## config.mk

```make
export PLATFORM = sky130hd
export DESIGN_NAME = fee_ctrl
export DESIGN_NICKNAME = d
export VERILOG_FILES = /design/src/hw/rtl/fee_pkg.sv /design/src/hw/rtl/fee_ctrl.sv
export VERILOG_INCLUDE_DIRS = /design/src /design/src/hw/rtl
export SDC_FILE = /design/constraint.sdc
export NUM_CORES = 1
export LEC_CHECK = 0
export ABC_CLOCK_PERIOD_IN_PS = 4050
export BUFFER_PORTS_ARGS = -buffer_cell sky130_fd_sc_hd__buf_2
export CORE_ASPECT_RATIO = 1.1
export CORE_MARGIN = 5
export CORE_UTILIZATION = 45
export DETAILED_ROUTE_END_ITERATION = 16
export PLACE_DENSITY = 0.69
export SETUP_SLACK_MARGIN = 0.4
export SYNTH_ARGS = -nofsm -noshare
export SYNTH_HDL_FRONTEND = slang
export SYNTH_SLANG_ARGS = --single-unit
```

## constraint.sdc

```tcl
create_clock -name clk_i -period 4.05 [get_ports clk_i]
set_input_delay 0.6075 -clock clk_i [delete_from_list [all_inputs] [get_ports clk_i]]
set_output_delay 0.6075 -clock clk_i [all_outputs]
set_load 0.02 [all_outputs]
```

## src/hw/rtl/flash_eeprom_emulation_defines.svh

```systemverilog
// Assertion macros shared by the flash EEPROM emulation RTL.
// No dependencies; included by the modules that carry assertions.
`ifndef FLASH_EEPROM_EMULATION_DEFINES_SVH
`define FLASH_EEPROM_EMULATION_DEFINES_SVH

// Checked on every clock edge outside reset.
`define FEE_ASSERT(name, prop, msg) \
  name: assert property (@(posedge clk_i) disable iff (!rst_ni) prop) else $error(msg);

// Checked on every clock edge, reset included.
`define FEE_ASSERT_ANY(name, prop, msg) \
  name: assert property (@(posedge clk_i) prop) else $error(msg);

`endif

```

## src/hw/rtl/fee_pkg.sv

```systemverilog
// Package for the flash EEPROM emulation: sizes, codes and the
// command/status structs between controller and datapath. No dependencies.
package fee_pkg;

  localparam int ENTRIES     = 64;
  localparam int PART_WORDS  = 256;
  localparam int STORE_WORDS = 2 * PART_WORDS;
  localparam int STORE_AW    = $clog2(STORE_WORDS);
  localparam int PW_AW       = $clog2(PART_WORDS);
  localparam int CA_W        = (ENTRIES > 1) ? $clog2(ENTRIES) : 1;
  localparam int CNT_W       = STORE_AW + 1;
  // Records that would fall past the last word of a partition are dropped.
  localparam int NCOPY       = (ENTRIES < PART_WORDS - 1) ? ENTRIES : PART_WORDS - 1;

  localparam logic [31:0] ERASED_WORD = 32'hffff_ffff;
  localparam logic [31:0] MARK_RESET  = 32'h5555_5555;

  typedef enum logic [1:0] {
    MODE_INIT   = 2'd0,
    MODE_READ   = 2'd1,
    MODE_WRITE  = 2'd2,
    MODE_FORMAT = 2'd3
  } mode_e;

  typedef enum logic [1:0] {
    FS_ERASED = 2'd0,
    FS_MARK   = 2'd1,
    FS_CACHE  = 2'd2,
    FS_ITEM   = 2'd3
  } fsrc_e;

  typedef struct packed {
    logic                load_item;
    logic                f_re;
    logic [STORE_AW-1:0] f_raddr;
    logic                f_we;
    logic [STORE_AW-1:0] f_waddr;
    fsrc_e               f_src;
    logic [CA_W-1:0]     rec_idx;
    logic                c_re;
    logic [CA_W-1:0]     c_raddr;
    logic                c_we;
    logic [CA_W-1:0]     c_waddr;
    logic                c_from_flash;
    logic                c_clr;
    logic                set_valid;
    logic                set_part;
    logic                part_val;
    logic                res_ld;
    logic                res_err;
    logic                res_rd;
  } cmd_t;

  typedef struct packed {
    mode_e           mode;
    logic            addr_ok;
    logic [CA_W-1:0] addr_idx;
    logic            cache_eq;
    logic            frd_erased;
    logic            frd_mark;
    logic            frd_idx_ok;
    logic [CA_W-1:0] frd_idx;
    logic            part;
    logic            part_valid;
  } sts_t;

  // Flash word address of an offset within a partition.
  function automatic logic [STORE_AW-1:0] fee_addr(input logic p,
                                                   input logic [PW_AW-1:0] off);
    logic [STORE_AW-1:0] base;
    base = p ? STORE_AW'(PART_WORDS) : '0;
    return base + STORE_AW'(off);
  endfunction

endpackage

```

## src/hw/rtl/fee_ctrl.sv

```systemverilog
// Controller of the flash EEPROM emulation: sequencer for the clearing
// pass, init, read, write, compaction and format. Depends on fee_pkg and flash_eeprom_emulation_defines.svh.
`include "flash_eeprom_emulation_defines.svh"

module fee_ctrl (
  input  logic          clk_i,
  input  logic          rst_ni,
  input  logic          in_valid_i,
  output logic          in_ready_o,
  output logic          out_valid_o,
  input  logic          out_ready_i,
  input  fee_pkg::sts_t sts_i,
  output fee_pkg::cmd_t cmd_o
);

  typedef enum logic [3:0] {
    S_CLEAR, S_IDLE, S_DISPATCH, S_CHK0, S_CHK1, S_ERASE, S_COPY_RD, S_COPY_WR,
    S_MARK, S_SCAN, S_WIPE, S_RWAIT, S_WCMP, S_WLAST, S_BSCAN, S_FIN
  } state_e;

  typedef enum logic [1:0] {
    OP_INIT, OP_FORMAT, OP_COMPACT
  } op_e;

  state_e                      state_q, state_d;
  op_e                         op_q, op_d;
  logic [fee_pkg::CNT_W-1:0]   cnt_q, cnt_d;
  logic [fee_pkg::PW_AW-1:0]   poff_q, poff_d;
  logic                        tgt_q, tgt_d, pend_q, pend_d;
  logic                        err_q, err_d, rdsel_q, rdsel_d, ov_q, ov_d;
  logic                        issue;
  logic [fee_pkg::PW_AW-1:0]   cnt_off;

  assign cnt_off = cnt_q[fee_pkg::PW_AW-1:0];

  always_comb begin
    state_d = state_q; op_d = op_q; cnt_d = cnt_q; poff_d = poff_q;
    tgt_d = tgt_q; pend_d = pend_q; err_d = err_q; rdsel_d = rdsel_q;
    ov_d = ov_q & ~out_ready_i;
    cmd_o = '0;
    in_ready_o = 1'b0;
    issue = 1'b0;
    unique case (state_q)
      S_CLEAR: begin
        cmd_o.f_we = 1'b1;
        cmd_o.f_waddr = cnt_q[fee_pkg::STORE_AW-1:0];
        cmd_o.f_src = fee_pkg::FS_ERASED;
        if (cnt_q == fee_pkg::CNT_W'(fee_pkg::STORE_WORDS - 1)) begin
          cnt_d = '0;
          state_d = S_IDLE;
        end else begin
          cnt_d = cnt_q + 1'b1;
        end
      end
      S_IDLE: begin
        in_ready_o = 1'b1;
        if (in_valid_i) begin
          cmd_o.load_item = 1'b1;
          state_d = S_DISPATCH;
        end
      end
      S_DISPATCH: begin
        err_d = 1'b0;
        rdsel_d = 1'b0;
        unique case (sts_i.mode)
          fee_pkg::MODE_INIT: begin
            cmd_o.f_re = 1'b1;
            cmd_o.f_raddr = fee_pkg::fee_addr(1'b0, '0);
            op_d = OP_INIT;
            state_d = S_CHK0;
          end
          fee_pkg::MODE_READ: begin
            if (sts_i.addr_ok) begin
              cmd_o.c_re = 1'b1;
              cmd_o.c_raddr = sts_i.addr_idx;
              rdsel_d = 1'b1;
              state_d = S_RWAIT;
            end else begin
              err_d = 1'b1;
              state_d = S_FIN;
            end
          end
          fee_pkg::MODE_WRITE: begin
            if (sts_i.part_valid && sts_i.addr_ok) begin
              cmd_o.c_re = 1'b1;
              cmd_o.c_raddr = sts_i.addr_idx;
              state_d = S_WCMP;
            end else begin
              err_d = 1'b1;
              state_d = S_FIN;
            end
          end
          fee_pkg::MODE_FORMAT: begin
            cmd_o.c_clr = 1'b1;
            cmd_o.set_part = 1'b1;
            cmd_o.part_val = 1'b0;
            cmd_o.set_valid = 1'b1;
            op_d = OP_FORMAT;
            tgt_d = 1'b0;
            cnt_d = '0;
            state_d = S_ERASE;
          end
          default: state_d = S_FIN;
        endcase
      end
      S_CHK0: begin
        if (sts_i.frd_mark) begin
          cmd_o.set_part = 1'b1;
          cmd_o.part_val = 1'b0;
          cmd_o.set_valid = 1'b1;
          cnt_d = fee_pkg::CNT_W'(1);
          pend_d = 1'b0;
          state_d = S_SCAN;
        end else begin
          cmd_o.f_re = 1'b1;
          cmd_o.f_raddr = fee_pkg::fee_addr(1'b1, '0);
          state_d = S_CHK1;
        end
      end
      S_CHK1: begin
        cmd_o.set_part = 1'b1;
        cmd_o.set_valid = 1'b1;
        if (sts_i.frd_mark) begin
          cmd_o.part_val = 1'b1;
          cnt_d = fee_pkg::CNT_W'(1);
          pend_d = 1'b0;
          state_d = S_SCAN;
        end else begin
          cmd_o.part_val = 1'b0;
          tgt_d = 1'b0;
          cnt_d = '0;
          state_d = S_ERASE;
        end
      end
      S_ERASE: begin
        cmd_o.f_we = 1'b1;
        cmd_o.f_waddr = fee_pkg::fee_addr(tgt_q, cnt_off);
        cmd_o.f_src = fee_pkg::FS_ERASED;
        if (cnt_q == fee_pkg::CNT_W'(fee_pkg::PART_WORDS - 1)) begin
          cnt_d = '0;
          state_d = S_COPY_RD;
        end else begin
          cnt_d = cnt_q + 1'b1;
        end
      end
      S_COPY_RD: begin
        cmd_o.c_re = 1'b1;
        cmd_o.c_raddr = cnt_q[fee_pkg::CA_W-1:0];
        state_d = S_COPY_WR;
      end
      S_COPY_WR: begin
        cmd_o.f_we = 1'b1;
        cmd_o.f_waddr = fee_pkg::fee_addr(tgt_q, fee_pkg::PW_AW'(cnt_q + 1'b1));
        cmd_o.f_src = fee_pkg::FS_CACHE;
        cmd_o.rec_idx = cnt_q[fee_pkg::CA_W-1:0];
        if (cnt_q == fee_pkg::CNT_W'(fee_pkg::NCOPY - 1)) begin
          state_d = S_MARK;
        end else begin
          cnt_d = cnt_q + 1'b1;
          state_d = S_COPY_RD;
        end
      end
      S_MARK: begin
        cmd_o.f_we = 1'b1;
        cmd_o.f_waddr = fee_pkg::fee_addr(tgt_q, '0);
        cmd_o.f_src = fee_pkg::FS_MARK;
        unique case (op_q)
          OP_INIT: begin
            cnt_d = fee_pkg::CNT_W'(1);
            pend_d = 1'b0;
            state_d = S_SCAN;
          end
          OP_FORMAT: begin
            tgt_d = 1'b1;
            cnt_d = '0;
            state_d = S_WIPE;
          end
          OP_COMPACT: begin
            cmd_o.set_part = 1'b1;
            cmd_o.part_val = tgt_q;
            tgt_d = ~tgt_q;
            cnt_d = '0;
            state_d = S_WIPE;
          end
          default: state_d = S_FIN;
        endcase
      end
      S_SCAN: begin
        // Forward pass: a later record overwrites an earlier one, so the
        // newest record of each index ends up in the cache.
        issue = cnt_q < fee_pkg::CNT_W'(fee_pkg::PART_WORDS);
        if (issue) begin
          cmd_o.f_re = 1'b1;
          cmd_o.f_raddr = fee_pkg::fee_addr(sts_i.part, cnt_off);
          cnt_d = cnt_q + 1'b1;
        end
        pend_d = issue;
        if (pend_q && sts_i.frd_idx_ok) begin
          cmd_o.c_we = 1'b1;
          cmd_o.c_waddr = sts_i.frd_idx;
          cmd_o.c_from_flash = 1'b1;
        end
        if (!issue && !pend_q) state_d = S_FIN;
      end
      S_WIPE: begin
        cmd_o.f_we = 1'b1;
        cmd_o.f_waddr = fee_pkg::fee_addr(tgt_q, cnt_off);
        cmd_o.f_src = fee_pkg::FS_ERASED;
        if (cnt_q == fee_pkg::CNT_W'(fee_pkg::PART_WORDS - 1)) begin
          cnt_d = '0;
          state_d = S_FIN;
        end else begin
          cnt_d = cnt_q + 1'b1;
        end
      end
      S_RWAIT: state_d = S_FIN;
      S_WCMP: begin
        if (sts_i.cache_eq) begin
          state_d = S_FIN;
        end else begin
          cmd_o.f_re = 1'b1;
          cmd_o.f_raddr = fee_pkg::fee_addr(sts_i.part,
                                            fee_pkg::PW_AW'(fee_pkg::PART_WORDS - 1));
          state_d = S_WLAST;
        end
      end
      S_WLAST: begin
        if (!sts_i.frd_erased) begin
          cmd_o.c_we = 1'b1;
          cmd_o.c_waddr = sts_i.addr_idx;
          op_d = OP_COMPACT;
          tgt_d = ~sts_i.part;
          cnt_d = '0;
          state_d = S_ERASE;
        end else begin
          cnt_d = fee_pkg::CNT_W'(fee_pkg::PART_WORDS - 2);
          pend_d = 1'b0;
          state_d = S_BSCAN;
        end
      end
      S_BSCAN: begin
        // Backward search for the highest programmed word above the mark.
        if ((pend_q && !sts_i.frd_erased) || cnt_q == '0) begin
          cmd_o.f_we = 1'b1;
          cmd_o.f_waddr = fee_pkg::fee_addr(sts_i.part,
              (pend_q && !sts_i.frd_erased) ? fee_pkg::PW_AW'(poff_q + 1'b1)
                                            : fee_pkg::PW_AW'(1));
          cmd_o.f_src = fee_pkg::FS_ITEM;
          cmd_o.c_we = 1'b1;
          cmd_o.c_waddr = sts_i.addr_idx;
          state_d = S_FIN;
        end else begin
          cmd_o.f_re = 1'b1;
          cmd_o.f_raddr = fee_pkg::fee_addr(sts_i.part, cnt_off);
          poff_d = cnt_off;
          pend_d = 1'b1;
          cnt_d = cnt_q - 1'b1;
        end
      end
      S_FIN: begin
        if (!ov_q || out_ready_i) begin
          cmd_o.res_ld = 1'b1;
          cmd_o.res_err = err_q;
          cmd_o.res_rd = rdsel_q;
          ov_d = 1'b1;
          state_d = S_IDLE;
        end
      end
      default: state_d = S_IDLE;
    endcase
  end

  always_ff @(posedge clk_i or negedge rst_ni) begin
    if (!rst_ni) begin
      state_q <= S_CLEAR;
      op_q    <= OP_INIT;
      cnt_q   <= '0;
      poff_q  <= '0;
      tgt_q   <= 1'b0;
      pend_q  <= 1'b0;
      err_q   <= 1'b0;
      rdsel_q <= 1'b0;
      ov_q    <= 1'b0;
    end else begin
      state_q <= state_d;
      op_q    <= op_d;
      cnt_q   <= cnt_d;
      poff_q  <= poff_d;
      tgt_q   <= tgt_d;
      pend_q  <= pend_d;
      err_q   <= err_d;
      rdsel_q <= rdsel_d;
      ov_q    <= ov_d;
    end
  end

  assign out_valid_o = ov_q;

  `FEE_ASSERT(a_one_item, (in_valid_i && in_ready_o) |=> !in_ready_o, "second word taken while busy")
  `FEE_ASSERT(a_no_idle_program, cmd_o.f_we |-> !in_ready_o, "flash programmed while idle")
  `FEE_ASSERT_ANY(a_rst_quiet, !rst_ni |=> (!in_ready_o && !out_valid_o), "handshake active in reset")

endmodule

```

==> Word level (Yosys, flattened, before mapping) <==
Cells that the tools add are included.
{ "word_totals": {"input_bits": 25, "out_inout_bits": 53, "elab_cells": 174, "reg_bits": 29} }
{ "classes": {"eq_ne": 43, "n_mux": 81, "reduce_logical": 27, "addsub": 8, "magnitude_cmp": 1, "bitwise": 5} }
{ "ops": {"columns": ["op", "n"], "rows": [
  ["10-bit two-way mux", 12],
  ["10-bit case mux with 10 select lines", 1],
  ["4-bit case mux with 16 select lines", 1],
  ["12-bit case mux with 5 select lines", 1],
  ["10-bit case mux with 5 select lines", 1],
  ["4-bit two-way mux", 12],
  ["9-bit by 8-bit adder with 9-bit output", 4],
  ["4-bit equality test, second input constant", 8],
  ["7-bit two-way mux", 4],
  ["2-bit != test, second input constant", 14],
  ["7-bit case mux with 2 select lines", 2],
  ["8-bit two-way mux", 3],
  ["7-bit case mux with 3 select lines", 1],
  ["1-bit two-way mux", 20],
  ["10-bit case mux with 2 select lines", 1],
  ["9-bit two-way mux", 2],
  ["4-bit by 3-bit equality test with 1-bit output, second input constant", 4],
  ["4-bit case mux with 4 select lines", 1],
  ["7-bit AND reduction", 2],
  ["12-bit two-way mux", 1],
  ["3-bit two-way mux", 4],
  ["10-bit by 1-bit adder with 10-bit output, second input constant", 1],
  ["10-bit by 6-bit equality test with 1-bit output, second input constant", 1],
  ["10-bit by 8-bit equality test with 1-bit output, second input constant", 1],
  ["other kinds (37)", 63]
]} }

==> Logic depth before layout (Yosys ltp) <==
{ "depth": {"depth_word": 6, "depth_mapped": 10, "depth_no_buf": 8} }

==> Worst setup path after synthesis <==
No wires, ideal clock.
{ "synth_timing": {"path_type": "register to output", "startpoint": "register cnt_q[0] in the netlist's numbering", "endpoint": "output port cmd_o[49] in the netlist's numbering", "n_path_buf": 2, "arrival_time_ns": 2.305, "path_stages_with_launch": 9, "slack_ns": 1.138, "required_time_ns": 3.442, "cell_sequence": "dfrtp_1 > buf_2 > inv_1 > ha_1 > or3b_1 > nor4_4 > o31ai_1 > buf_2 > a2111o_1"} }
{ "synth_lines": {"columns": ["element", "line", "rtl"], "rows": [
  ["start, declared", "fee_ctrl.sv:27", "logic [fee_pkg::CNT_W-1:0] cnt_q, cnt_d;"],
  ["start signal, assigned", "fee_ctrl.sv:287", "cnt_q <= cnt_d;"],
  ["end, declared", "fee_ctrl.sv:13", "output fee_pkg::cmd_t cmd_o"]
]} }

==> flow_metrics.env <==
export IMPL_cts_resized=0
export IMPL_ys_types=73
export IMPL_tns_ns=0
export IMPL_synth_area_sq_um=3390
export IMPL_die_area_sq_um=9370
export IMPL_rows=33
export IMPL_cts_hold_buf=0
export IMPL_start_util=0.459
export IMPL_wl_per_cell_um=19.7
export IMPL_cts_buffers_inserted=5
export IMPL_cp_arrival_ns=2.74
export IMPL_yosys_top_cells_area="dfrtp_1, o21ai_0, nand2_1"
export IMPL_synth_most_common_cell="nand2_1"
export IMPL_io_buffers=77
export IMPL_min_period_ns=3.35
export IMPL_firstDrtPassIters=7
export IMPL_period_share=0.827
export IMPL_startpoint="cnt_q[0]"
export IMPL_h_tree_depth=2
export IMPL_grt_pass1_wl_mm=19.1
export IMPL_grt_max_degree=30
export IMPL_dieWidth_um=92.8
export IMPL_grt_usage=0.255
export IMPL_wl_mm=11.8
export IMPL_drc=0
export IMPL_postCtsSetupBuffers=0
export IMPL_cp_end_kind="output port"
export IMPL_rrSetupSlack_ns=0.89
export IMPL_path_max_fanout=12
export IMPL_yosysWarnings=0
export IMPL_p_leak_nw=1.88
export IMPL_syn2layout_area_growth_pct=14.9
export IMPL_whs_ns=0.371
export IMPL_fin_worst_skew_ns=0.00664
export IMPL_final_setup_viol_count=0
export IMPL_synth_edf_count=0
export IMPL_vias_per_cell=6.50
export IMPL_drive_gt1_frac=0.250
export IMPL_rsz0062_at_grt="no"
export IMPL_synth_common_cells="nand2_1, o21ai_0, nor2_1, dfrtp_1, a21oi_1"
export IMPL_power_density_nw_per_um2=771
export IMPL_cts_sinks=29
export IMPL_worstPathRequired_ns=3.44
export IMPL_num_antenna_cells=0
export IMPL_worst_pin_slew_ns=0.871
export IMPL_drtIter0Drc=664
export IMPL_yosysTopAreaCellShare=0.214
export IMPL_fmax_mhz=299
export IMPL_synth_flop_cell="dfrtp_1"
export IMPL_final_hold_viol_count=0
export IMPL_drv_slew=0
export IMPL_vias=3900
export IMPL_ir_drop_mv=0.365
export IMPL_seq_area_frac_synth=0.214
export IMPL_criticalPathCategory="register to output port"
export IMPL_max_slew_margin=0.419
export IMPL_fin_nets=549
export IMPL_cts_tree="built"
export IMPL_grt_antenna_before_repair=0
export IMPL_drtAntennaViolNets=0
export IMPL_ys_async_sr_fraction=1.00
export IMPL_timing_rr_start="state_q[0]"
export IMPL_clk_pin_slew_worst_paths_ns=0.07
export IMPL_ys_ff_latch=29
export IMPL_ioPinCount=78
export IMPL_syn_nets=488
export IMPL_yosys_area_top_type="dfrtp_1"
export IMPL_reg2reg_to="cnt_q[3]"
export IMPL_synth_area_per_cell_sq_um=7.52
export IMPL_clk_latency_ns=0.29
export IMPL_synthCells=451
export IMPL_coreArea_sq_um=7390
export IMPL_hold_class="primary input to async pin"
export IMPL_start_kind="register"
export IMPL_cap_viol_max_count=0
export IMPL_gp_congestion=0.927
export IMPL_status="completed"
export IMPL_dp_hpwl_mm=8.93
export IMPL_overflow=0
export IMPL_die_h_um=101
export IMPL_grt_pass1_vias=3762
export IMPL_ff2ff_path_depth=7
export IMPL_clockRootBuffer="clkbuf_8"
export IMPL_clock_path_buffers=2
stage by stage:
step	power, mW	util	cells	area [sq um]	worst slack [ns]
after CTS	2.95	0.527	600	3890	0.647
after global placement	2.69	0.515	592	3810	1.01
final	3.00	0.527	600	3890	0.701
after floorplan	2.14	-	451	3390	1.14
after detailed placement	2.70	0.515	592	3810	0.953
after global routing	3.22	0.527	600	3890	0.470
routing by layer:
layer	global-route usage	vias up	part of all wire
met2	0.405	263	0.45
met1	0.354	1799	0.43
met4	0.0800	0	0.020
met3	0.0433	30	0.10
met5	0	-	0
li1	-	1808	-
worst max-delay path, cell delays in order, from the launching register on:
cell,delay (ns)
dfrtp_1,0.51
inv_1,0.18
ha_1,0.19
or3b_1,0.44
nor4_4,0.30
o21ai_1,0.22
a21oi_1,0.17
nor3_1,0.07
a21oi_1,0.18
buf_2,0.20
where the power goes:
group | switching (mW) | internal [mW] | total (mW)
registers | 0.272 | 0.405 | 0.677
clock network | 0.125 | 0.118 | 0.244
logic | 1.28 | 0.799 | 2.08
layout by cell type, fill, tap and decap left out, drive strengths merged, types with 3 or more instances in the layout:
cell type and count:
nor2 35, o21ai 38, mux2 10, a21oi 26, a22oi 12, or2 6
o22ai 3, inv 13, a31oi 6, o311ai 5, a21o 11, mux2i 3
xnor2 7, o31ai 11, clkinv 3, o211ai 4, nor4 6, and2 10
ha 12, dfrtp 29, a32o 3, nand2b 6, clkbuf 5, buf 91
nand2 43, nor2b 9, or4 4, a22o 11, and3 11, o221ai 4
nor3 17, nand3 18
registers in the layout, indices dropped and copies added (netlist names):
name / count
cnt_q: 10
poff_q: 8
state_q: 4
op_q: 2
err_q: 1
out_valid_o: 1
pend_q: 1
rdsel_q: 1
tgt_q: 1
worst max path at each step:
stage	end	slack, ns	depth (start not counted)
2_1_floorplan	cmd_o[49]	1.14	8
3_3_place_gp	cnt_q[3]	1.01	7
3_5_place_dp	cmd_o[30]	0.95	9
4_1_cts	cmd_o[30]	0.65	9
5_1_grt	cmd_o[30]	0.47	9
6_report	cmd_o[30]	0.70	9
logic make-up after synthesis:
kind of cell	Yosys count	share of synthesized area
muxes	13	0.0421
xor gates and xnor gates	9	0.0233
buffers and inverters	51	0.0690
AOI/OAI and AO/OA	158	0.321
DFF	29	0.214
adders and majority gates	12	0.0443
and+or+nand+nor	179	0.286
layout make-up:
cell class	instances	area [sq um]
clock inverters	3	17.5
well taps	87	109
repair buffers	91	490
clock buffers	5	68.8
fillers	689	3500
multi-input cells	371	2430
flip-flops and latches	29	726
inverters	14	52.6
Note: power is estimated with default switching activity, not from simulation.
